### config.mk
export PLATFORM = sky130hd
export DESIGN_NAME = krmv_divider
export DESIGN_NICKNAME = d
export VERILOG_FILES = /design/src/hdl/krmv_pkg.sv /design/src/hdl/krmv_divider.sv
export SDC_FILE = /design/constraint.sdc
export NUM_CORES = 1
export LEC_CHECK = 0
export BUFFER_PORTS_ARGS = -buffer_cell sky130_fd_sc_hd__buf_2
export CAP_MARGIN = 20
export CORE_MARGIN = 2
export CORE_UTILIZATION = 45
export DETAILED_ROUTE_END_ITERATION = 10
export HOLD_SLACK_MARGIN = 0.02
export PLACE_DENSITY = 0.71
export SLEW_MARGIN = 20
export SYNTH_ARGS = -nofsm -noshare
export SYNTH_HDL_FRONTEND = slang
export SYNTH_SLANG_ARGS = --single-unit
### constraint.sdc
create_clock -name aclk -period 3.88 [get_ports aclk]
set_input_delay 0.582 -clock aclk [delete_from_list [all_inputs] [get_ports aclk]]
set_output_delay 0.582 -clock aclk [all_outputs]
set_load 0.005 [all_outputs]
### src/hdl/krmv_pkg.sv
// Package with widths, status codes and slot layout for the mean and variance block
`default_nettype none
package krmv_pkg;
    localparam int TABLE_ENTRIES = 256;
    localparam int SLOT_W = $clog2(TABLE_ENTRIES);
    localparam int USED_W = SLOT_W + 1;
    localparam int FRAC_BITS = 16;

    localparam logic [2:0] ST_UPDATED = 3'd0;
    localparam logic [2:0] ST_NEW     = 3'd1;
    localparam logic [2:0] ST_FULL    = 3'd2;
    localparam logic [2:0] ST_EMPTY   = 3'd3;
    localparam logic [2:0] ST_READ    = 3'd4;

    typedef struct packed {
        logic [31:0] key;
        logic [31:0] count;
        logic [31:0] mean;
        logic [63:0] dev_sum;
        logic [63:0] variance;
    } entry_t;

    typedef struct packed {
        logic        start;
        logic [63:0] dividend;
        logic [32:0] divisor;
    } div_req_t;
endpackage
`default_nettype wire

### src/hdl/krmv_divider.sv
// Radix-2 restoring divider, one quotient bit per cycle
`default_nettype none
module krmv_divider (
    input  wire logic              aclk,
    input  wire logic              aresetn,
    input  wire krmv_pkg::div_req_t req,
    output logic                   done,
    output logic [63:0]            quotient
);
    import krmv_pkg::*;

    logic [63:0] quo_reg;
    logic [32:0] rem_reg;
    logic [32:0] den_reg;
    logic [6:0]  cnt_reg;
    logic        busy_reg;
    logic        done_reg;
    logic [33:0] trial;

    assign trial = {rem_reg, quo_reg[63]} - {1'b0, den_reg};

    always_ff @(posedge aclk) begin
        if (!aresetn) begin
            busy_reg <= 1'b0;
            done_reg <= 1'b0;
        end else begin
            done_reg <= 1'b0;
            if (req.start) begin
                busy_reg <= 1'b1;
                cnt_reg  <= 7'd0;
                quo_reg  <= req.dividend;
                rem_reg  <= '0;
                den_reg  <= req.divisor;
            end else if (busy_reg) begin
                if (!trial[33]) begin
                    rem_reg <= trial[32:0];
                end else begin
                    rem_reg <= {rem_reg[31:0], quo_reg[63]};
                end
                quo_reg <= {quo_reg[62:0], !trial[33]};
                cnt_reg <= cnt_reg + 7'd1;
                if (cnt_reg == 7'd63) begin
                    busy_reg <= 1'b0;
                    done_reg <= 1'b1;
                end
            end
        end
    end

    assign done = done_reg;
    assign quotient = quo_reg;
endmodule
`default_nettype wire

==> results of run 1 <==
[cell families after synthesis]
family / count (synthesis)
AND/OR/NAND/NOR: 139
flip-flops: 139
AO/OA/AOI/OAI: 116
multiplexers: 91
buffers and inverters: 61
adder cells (fa/ha/maj): 35
XOR/XNOR: 30
[how the worst max path moves through the flow]
stage	from	to	slack, ns	depth (start not counted)
final	quotient[63]	rem_reg[30]	0.61	12
after global routing	quotient[63]	rem_reg[30]	0.28	12
after CTS	quotient[63]	rem_reg[30]	0.57	12
after detailed placement	quotient[63]	rem_reg[30]	0.61	12
after global placement	quotient[63]	rem_reg[30]	0.82	12
after floorplan	req[97]	cnt_reg[0]	0.91	3
[through the flow]
stage	utilization	hold WS, ns	area, µm²	cells
6_report	0.5585	0.3279	9229	1012
5_1_grt	0.5585	0.3126	9229	1012
4_1_cts	0.5585	0.3130	9229	1012
3_5_place_dp	0.5237	0.4593	8653	980
3_3_place_gp	0.5237	0.4455	8653	980
2_1_floorplan	-	0.4144	7604	611
[cells in the mapped netlist, types with 2 or more instances]
master,n
a31oi_1,2
a21oi_1,38
buf_6,4
mux2_2,64
and3_1,3
nor2_1,58
a21o_1,8
ha_1,34
nand2_1,27
dfxtp_1,2
o21ai_2,3
and2_1,3
o21a_1,4
a21boi_0,2
nor4_4,2
o21ai_0,19
o31ai_1,4
inv_1,40
nor2b_1,3
xnor2_1,18
mux2i_1,27
or3_1,4
o21ai_1,2
edfxtp_1,137
a221oi_1,2
xor2_1,12
a211oi_2,4
nand4_1,5
a21oi_2,5
buf_2,3
nor2_2,2
o211ai_1,6
nand2b_1,15
a211oi_1,2
clkbuf_1,14
nor3_1,5
nand3_1,7
[power groups by stage]
stage | Clock, W | Combinational, W | Sequential [W]
finish | 0.00162 | 0.000960 | 0.00186
global route | 0.00170 | 0.00106 | 0.00187
CTS | 0.00164 | 0.000962 | 0.00186
detailed placement | 0 | 0.000959 | 0.00189
global placement | 0 | 0.000936 | 0.00189
floorplan | 0 | 0.000715 | 0.00188
[critical path, stage by stage, from the launching register on]
cell	delay [ns]
edfxtp_1	0.34
inv_1	0.06
ha_1	0.21
fa_1	0.40
nand2b_1	0.18
a21oi_1	0.23
o311a_1	0.28
a21boi_1	0.12
o31ai_2	0.35
a21oi_2	0.17
a2111oi_0	0.50
o31ai_1	0.15
a21oi_1	0.15
[metal layers]
layer	share of wire	GRT usage	routed length, µm	vias to the layer above
li1	-	-	-	2601
met1	0.43	0.2470	7481	2617
met2	0.49	0.3396	8663	164
met3	0.067	0.06803	1167	19
met4	0.012	0.05615	208	0
met5	0	0	0	-
[cells in the final DEF (no fill, tap or decap), types with 5 or more instances in the layout]
cell,count
a21o_1,8
a21oi_1,38
a21oi_2,5
buf_2,163
buf_4,6
clkbuf_16,17
edfxtp_1,137
ha_1,34
inv_1,40
inv_6,5
mux2_2,64
mux2i_1,27
nand2_1,27
nand2b_1,15
nand3_1,7
nand4_1,5
nor2_1,58
nor3_1,5
o211ai_1,6
o21ai_0,19
xnor2_1,18
xor2_1,12
[cell type report]
cell class / instances / area (µm²) / share of cell area
Clock inverter: 15 / 150.1 / 0.01627
Inverter: 40 / 150.1 / 0.01627
Multi-Input combinational cell: 411 / 3193 / 0.3460
Tap cell: 220 / 275.3 / 0.02983
Sequential cell: 139 / 4154 / 0.4501
Clock buffer: 17 / 425.4 / 0.04610
Timing Repair Buffer: 170 / 880.8 / 0.09544
==> qor.txt, run 1 <==
antenna-violating nets left - 0
Clk network pwr share - 0.365
max reg flops - 64
Die ar. - 0.01795 mm²
detailed router's first-iteration violation count - 269
Via density - 5.337
Crit Path Category - flip-flop to flip-flop
RR Endpoint - rem_reg[30]
post-synth cell types - 58
Setup violations, final - 0
Final Cycle Share - 0.8422
gpl congestion - 0.8855
ANT cells - 0
hpwl dp - 12760 µm
setup bufs post-CTS - 0
H-Tree Depth - 4
CP Max Fanout - 6
share of synthesized flip-flops with an asynchronous set or reset - 0
synthesized-area fraction occupied by xor and xnor cells - 0.03456
hold path endpoint - den_reg[27]
CTS root buf - clkbuf_16
crit path launch type - flip-flop
largest net degree at the start of global routing - 59
Comb pwr share - 0.216
MaxCap Viol Count - 0
IO buf count - 164
Net Sw Power - 0.001303 W
ys flop type - edfxtp_1
pwr dens - 480.9 mW/mm²
EDFF count, synth - 137
Clock Latency Late Sink - 0.42 ns
Place WS - 0.6130 ns
GRT Overall Usage - 0.2013
number of buffers created by CTS - 17
Synth Area in Compound Gates - 0.1045
critical path required time - 4.16 ns
Post-Synth Adder-Cell Area - 0.05859
TritonCTS Sinks - 139
FF-to-FF Start - quotient[63]
static leakage - 3.764 nW
mapped cell area - 0.007602 mm²
mux contribution to synthesized area - 0.1303
number of global-route vias before repair - 5670
cells on worst reg2reg path - 12
actual slew at the worst max-slew pin - 0.6808 ns
Fillers - 1394
status - completed
die height - 134.0 µm
Fmax - 306.0 MHz
fin nets - 914
top post-synthesis cells by area - edfxtp_1 (54%), mux2_2 (9.5%), ha_1 (5.6%)
clock transition at the registers of the reported paths - 0.07 ns
switching portion of total power - 0.2936
global-route wire length before repair - 28410 µm
Initial Utilization - 0.4601
sequential share of power - 0.419
Synth Instances - 611
area leader, netlist - edfxtp_1
RSZ-0062 raised after global routing - false
Clock Skew - 0.01232 ns
largest family of logic cells by synthesized area - multiplexers
final-report max-slew violation count - 0
initial antenna violation count - 0
CTS tree - yes
CP endpoint kind - flip-flop
final wirelength - 17520 µm
synthesized-area fraction occupied by and/or/nand/nor cells - 0.09101
Synth top area share - 0.5411
Tmin final - 3.268 ns
Avg Cell Area, Syn - 12.44 µm²
worst hold path type - input port to flip-flop
# rows - 47
synth warn - 0
drc violations - 0
Peak VDD IR - 314.4 µV
syn_nets - 746
Synth-to-Final Area Change - 21.40%
Worst EP arrival - 3.55 ns
core box area - 0.01652 mm²
R2R setup slack - 0.61 ns
setup_tns - 0 ns
boundary pin count - 165
total gr overflow - 0
sequential share of the synthesized area - 0.5464
Synth Register Bits - 139
Vias - 5401
hold path start - req[27]
Slew HR - 0.5461
Hold Fails Final Rpt - 0
Hold Crit Depth - 1
die width - 134.0 µm
hold_buf cts - 0
Pint - 0.003135 W
PnR Total Power - 0.004438 W
PostCTS Resize Cnt - 0
share of cells above drive strength 1 - 0.3662
drt wl/cell - 17.31 µm
TritonRoute pass-1 iters - 4
Bufs on Longest Clock Path - 2
final worst slack - 0.6124 ns
(Power assumes the default switching activity.)
==> inputs of run 2 (changes only) <==
--- a/config.mk
+++ b/config.mk
@@ -5,13 +5,14 @@
 export SDC_FILE = /design/constraint.sdc
 export NUM_CORES = 1
 export LEC_CHECK = 0
+export ABC_AREA = 1
 export BUFFER_PORTS_ARGS = -buffer_cell sky130_fd_sc_hd__buf_2
 export CAP_MARGIN = 20
 export CORE_MARGIN = 2
 export CORE_UTILIZATION = 45
 export DETAILED_ROUTE_END_ITERATION = 10
 export HOLD_SLACK_MARGIN = 0.02
-export PLACE_DENSITY = 0.71
+export PLACE_DENSITY = 0.67
 export SLEW_MARGIN = 20
 export SYNTH_ARGS = -nofsm -noshare
 export SYNTH_HDL_FRONTEND = slang
==> constraint.sdc (replaced) <==
create_clock -name aclk -period 3.05 [get_ports aclk]
set_input_delay 0.4575 -clock aclk [delete_from_list [all_inputs] [get_ports aclk]]
set_output_delay 0.4575 -clock aclk [all_outputs]
set_load 0.005 [all_outputs]
==> qor.txt, run 2 <==
max reg flops - 64
Hold Fails Final Rpt - 0
Clock Skew - 0.01703 ns
Die ar. - 0.02022 mm²
Tmin final - 2.616 ns
MaxCap Viol Count - 0
Avg Cell Area, Syn - 7.682 µm²
crit path launch type - flip-flop
critical path required time - 3.23 ns
actual slew at the worst max-slew pin - 0.6185 ns
Critical Path, Cell by Cell - ha_1 -> nand2_2 -> inv_1 -> nand2_1 -> nand2_1 -> nand2_1 -> nand3_2 -> nand2_2 -> nand2_4 -> nand2_4 -> nand2_4 -> nand2_4 -> nand2_4 -> nor2_1 -> nor2_1
M2 GR Usage - 0.3628
pwr dens - 621.9 mW/mm²
leading cell type in the layout, fill and taps excluded - nand2_1
Worst EP arrival - 2.79 ns
Fmax - 382.2 MHz
ys flop type - edfxtp_1
Synth top area share - 0.4786
Clock Latency Late Sink - 0.44 ns
Place WS - 0.4733 ns
mapped cell area - 0.008596 mm²
die height - 142.2 µm
gpl congestion - 0.9249
Initial Utilization - 0.4595
Synth Instances - 1119
CP Max Fanout - 18
final hold slack - 0.1994 ns
most frequent cells in the layout - nand2_1 (476), inv_1 (181), buf_2 (164)
met1 Use GR - 0.2962
post-synth cell types - 37
PostCTS Resize Cnt - 0
largest net degree at the start of global routing - 54
met3 usage - 0.06359
TritonRoute pass-1 iters - 6
Final Cycle Share - 0.8579
number of buffers created by CTS - 17
Setup violations, final - 0
area leader, netlist - edfxtp_1
core box area - 0.01871 mm²
sequential share of the synthesized area - 0.4833
hold_buf cts - 0
Peak VDD IR - 367.3 µV
most frequent cell after synthesis - nand2_1
share of cells above drive strength 1 - 0.1796
GRT Overall Usage - 0.2245
setup bufs post-CTS - 0
die width - 142.2 µm
EDFF count, synth - 137
GRT Max-Usage Layer - met2
initial antenna violation count - 0
clock transition at the registers of the reported paths - 0.06 ns
ANT cells - 0
fin nets - 1420
boundary pin count - 165
CTS tree - yes
Synth-to-Final Area Change - 19.56%
fin util - 0.5494
total gr overflow - 0
Bufs on Longest Clock Path - 2
detailed router's first-iteration violation count - 442
antenna-violating nets left - 0
CP endpoint kind - flip-flop
Vias - 7320
PnR Total Power - 0.006391 W
# rows - 50
H-Tree Depth - 4
number of global-route vias before repair - 6982
Slew HR - 0.5877
worst hold path type - input port to flip-flop
status - completed
syn_nets - 1254
final-report max-slew violation count - 0
max incr delay on CP - 0.42 ns
hpwl dp - 16420 µm
CTS root buf - clkbuf_16
synth warn - 0
global-route wire length before repair - 34810 µm
Via density - 4.781
critical path's top delay family - simple AND/OR/NAND/NOR gates
drt wl/cell - 14.33 µm
Synth Register Bits - 139
IO buf count - 164
CP most frequent cell - nand2_4
final worst slack - 0.4335 ns
RSZ-0062 raised after global routing - false
final wirelength - 21940 µm
TritonCTS Sinks - 139
Crit Path Category - flip-flop to flip-flop
share of synthesized flip-flops with an asynchronous set or reset - 0
top post-synthesis cells by area - edfxtp_1 (48%), nand2_1 (21%), inv_1 (7.9%)
Post-synth top cells - nand2_1 (477), inv_1 (181), edfxtp_1 (137)
static leakage - 5.419 nW
drc violations - 0
Worst path slowest cell - edfxtp_1
setup_tns - 0 ns
Worst Path Buf+Inv - 1
==> run 2: cell count changes in the layout (fill, tap and decap cells not counted), moves of 15 or more <==
cell and delta:
o21ai_0 -16, nand2b_1 -15, inv_1 +141, xnor2_1 -18, nand2_1 +449, nand3_1 +48, nor2_1 +43, mux2i_1 -27
mux2_2 -64
==> run 2: area by class of cell <==
class                      count  area (µm²)
fill                        1753        8428
sequential                   139        4154
multi-input combinational    772        3626
timing repair buffer         172       918.4
inverter                     183       686.9
clock buffer                  17       425.4
tap                          234       292.8
clock inverter                14       173.9
==> run 2: kinds of logic (layout without fill, tap and decap cells) <==
| family | Yosys count | count (layout) | synth area share |
|---|---|---|---|
| buf+inv | 208 | 386 | 0.09578 |
| fa+ha+maj | 35 | 35 | 0.05182 |
| compound gates | 35 | 35 | 0.02125 |
| flops | 139 | 139 | 0.4833 |
| simple gates | 685 | 685 | 0.3306 |
| xor+xnor | 17 | 17 | 0.01732 |
==> run 2: path summary, 6_finish.rpt <==
| kind | endpoint | from | cells after the start | slack [ns] |
|---|---|---|---|---|
| setup / recovery | rem_reg[30] | rem_reg[2] | 15 | 0.43 |
| hold reg to reg | done | busy_reg | 2 | 0.53 |
| setup reg to reg | rem_reg[30] | rem_reg[2] | 15 | 0.43 |
| hold / removal | den_reg[5] | req[5] | 1 | 0.20 |
==> run 2: power breakdown <==
group / switching (W) / total (W) / internal (W)
sequential: 0.0000983 / 0.00245 / 0.00236
clock: 0.000909 / 0.00215 / 0.00124
combinational: 0.00117 / 0.00179 / 0.000624
total: 0.00217 / 0.00639 / 0.00422
==> run 2: metrics by stage <==
stage                     cell area (µm²)  cells
after floorplan                      8598   1119
after global placement               9678   1500
after detailed placement             9678   1500
after CTS                           10280   1531
after global routing                10280   1531
final                               10280   1531
==> run 2: metal layers <==
metal | routed length (µm) | up-vias | part of all wire
li1 | - | 3815 | -
met5 | 0 | - | 0
met2 | 10110 | 254 | 0.46
met4 | 246 | 0 | 0.011
met3 | 1737 | 20 | 0.079
met1 | 9839 | 3231 | 0.45
==> inputs of run 3 (changes only) <==
--- a/config.mk
+++ b/config.mk
@@ -11,6 +11,7 @@
 export CORE_MARGIN = 2
 export CORE_UTILIZATION = 45
 export DETAILED_ROUTE_END_ITERATION = 10
+export GPL_TIMING_DRIVEN = 0
 export HOLD_SLACK_MARGIN = 0.02
 export PLACE_DENSITY = 0.67
 export SLEW_MARGIN = 20
==> qor.txt, run 3 (synthesis gave the netlist of run 2 again) <==
dpl cell area - 0.009776 mm²
Via density - 4.812
CP endpoint kind - flip-flop
Vias - 7459
Crit Path Category - flip-flop to flip-flop
global-route wire length before repair - 35120 µm
Initial Utilization - 0.4595
Clock Latency Late Sink - 0.43 ns
CTS tree - yes
detailed router's first-iteration violation count - 487
status - completed
boundary pin count - 165
fin util - 0.5534
FF-to-FF Start - quotient[63]
# rows - 50
Place WS - 0.4308 ns
die height - 142.2 µm
setup bufs post-CTS - 0
Final Cycle Share - 0.8596
hold_buf cts - 0
TritonRoute pass-1 iters - 5
most frequent cells in the layout - nand2_1 (476), inv_1 (180), buf_2 (166)
placed insts - 1518
crit path launch type - flip-flop
H-Tree Depth - 4
MaxCap Viol Count - 0
R2R setup slack - 0.43 ns
Synth-to-Final Area Change - 20.44%
ANT cells - 0
die width - 142.2 µm
GRT Overall Usage - 0.2219
Setup violations, final - 0
Fillers - 1797
number of global-route vias before repair - 7141
Worst EP arrival - 2.80 ns
Die ar. - 0.02022 mm²
Slew HR - 0.5770
drc violations - 0
Peak VDD IR - 478.7 µV
clock transition at the registers of the reported paths - 0.07 ns
final-report max-slew violation count - 0
CTS root buf - clkbuf_16
Clock Skew - 0.01180 ns
RSZ-0062 raised after global routing - false
final hold slack - 0.1990 ns
TritonCTS Sinks - 139
IO buf count - 163
largest net degree at the start of global routing - 64
Bufs on Longest Clock Path - 2
critical path required time - 3.23 ns
max reg flops - 64
Tmin final - 2.622 ns
final std cells w/o fill - 1550
leading cell type in the layout, fill and taps excluded - nand2_1
hold path endpoint - den_reg[32]
initial antenna violation count - 0
static leakage - 5.439 nW
total gr overflow - 0
antenna-violating nets left - 0
drt wl/cell - 14.04 µm
PostCTS Resize Cnt - 0
share of cells above drive strength 1 - 0.1786
gpl congestion - 0.9559
hold path start - req[32]
pwr dens - 611.3 mW/mm²
design area - 0.01035 mm²
CP Max Fanout - 4
fin nets - 1438
Hold Fails Final Rpt - 0
final wirelength - 21760 µm
RR Endpoint - rem_reg[32]
final worst slack - 0.4283 ns
worst hold path type - input port to flip-flop
Hold Crit Depth - 1
hpwl dp - 16710 µm
core box area - 0.01871 mm²
cells on worst reg2reg path - 17
number of buffers created by CTS - 17
actual slew at the worst max-slew pin - 0.6345 ns
Fmax - 381.4 MHz
## run 3: cell count changes in the layout (fill, tap and decap cells not counted), sizes merged
cell | before | now
clkinvlp | 1 | 0
clkbuf | 17 | 31
bufinv | 2 | 0
clkinv | 3 | 7
buf | 172 | 176
## run 3: worst max path at each step
stage                             end    startpoint  slack [ns]  cells after the start
after floorplan            cnt_reg[0]       req[97]        0.54                      3
after global placement       busy_reg       req[97]       -0.37                      5
after detailed placement  rem_reg[32]  quotient[63]        0.43                     17
after CTS                 rem_reg[32]  quotient[63]        0.40                     17
after global routing      rem_reg[32]  quotient[63]        0.22                     17
final                     rem_reg[32]  quotient[63]        0.43                     17
## run 3: per-stage QoR
step | setup TNS [ns] | total power (W)
after floorplan | 0 | 0.003769
after global placement | -33.88 | 0.004276
after detailed placement | 0 | 0.004303
after CTS | 0 | 0.006365
after global routing | 0 | 0.006713
final | 0 | 0.006329
## run 3: layer usage
metal  vias to the layer above  track usage  routed length, µm
met5                         -            0                  0
met4                         0      0.06158                337
met3                        25      0.06023               1487
met2                       233       0.3603              10050
met1                      3348       0.2937               9884
li1                       3853            -                  -
## run 3: cell type report
cell class | count | area [µm²] | share of cell area
multi-input combinational | 772 | 3635 | 0.3511
clock inverter | 15 | 151.4 | 0.01462
inverter | 183 | 686.9 | 0.06635
clock buffer | 17 | 425.4 | 0.04109
buffer | 25 | 136.4 | 0.01317
tap | 234 | 292.8 | 0.02828
sequential | 139 | 4154 | 0.4013
timing repair buffer | 165 | 870.8 | 0.08412
## run 3: power by group
part	internal, W	total, W	leakage, nW	switching, W
combinational	0.000657	0.00182	3.81	0.00116
clock	0.00109	0.00206	0.284	0.000970
sequential	0.00235	0.00245	1.35	0.0000984
total	0.00410	0.00633	5.44	0.00223
## run 3: critical path, cell delays in order, from the launching register on
cell and delay (ns):
edfxtp_1 0.36, inv_1 0.05, ha_1 0.22, fa_1 0.42, inv_1 0.16, nand3_1 0.09
nand2_1 0.15, nand2_1 0.07, nand2_1 0.11, nand2_1 0.06, nand2_1 0.15, nand2_1 0.10
nand2_1 0.08, nand2_1 0.05, nand2_1 0.11, nand3_1 0.09, nand2_1 0.06, nor2_1 0.04
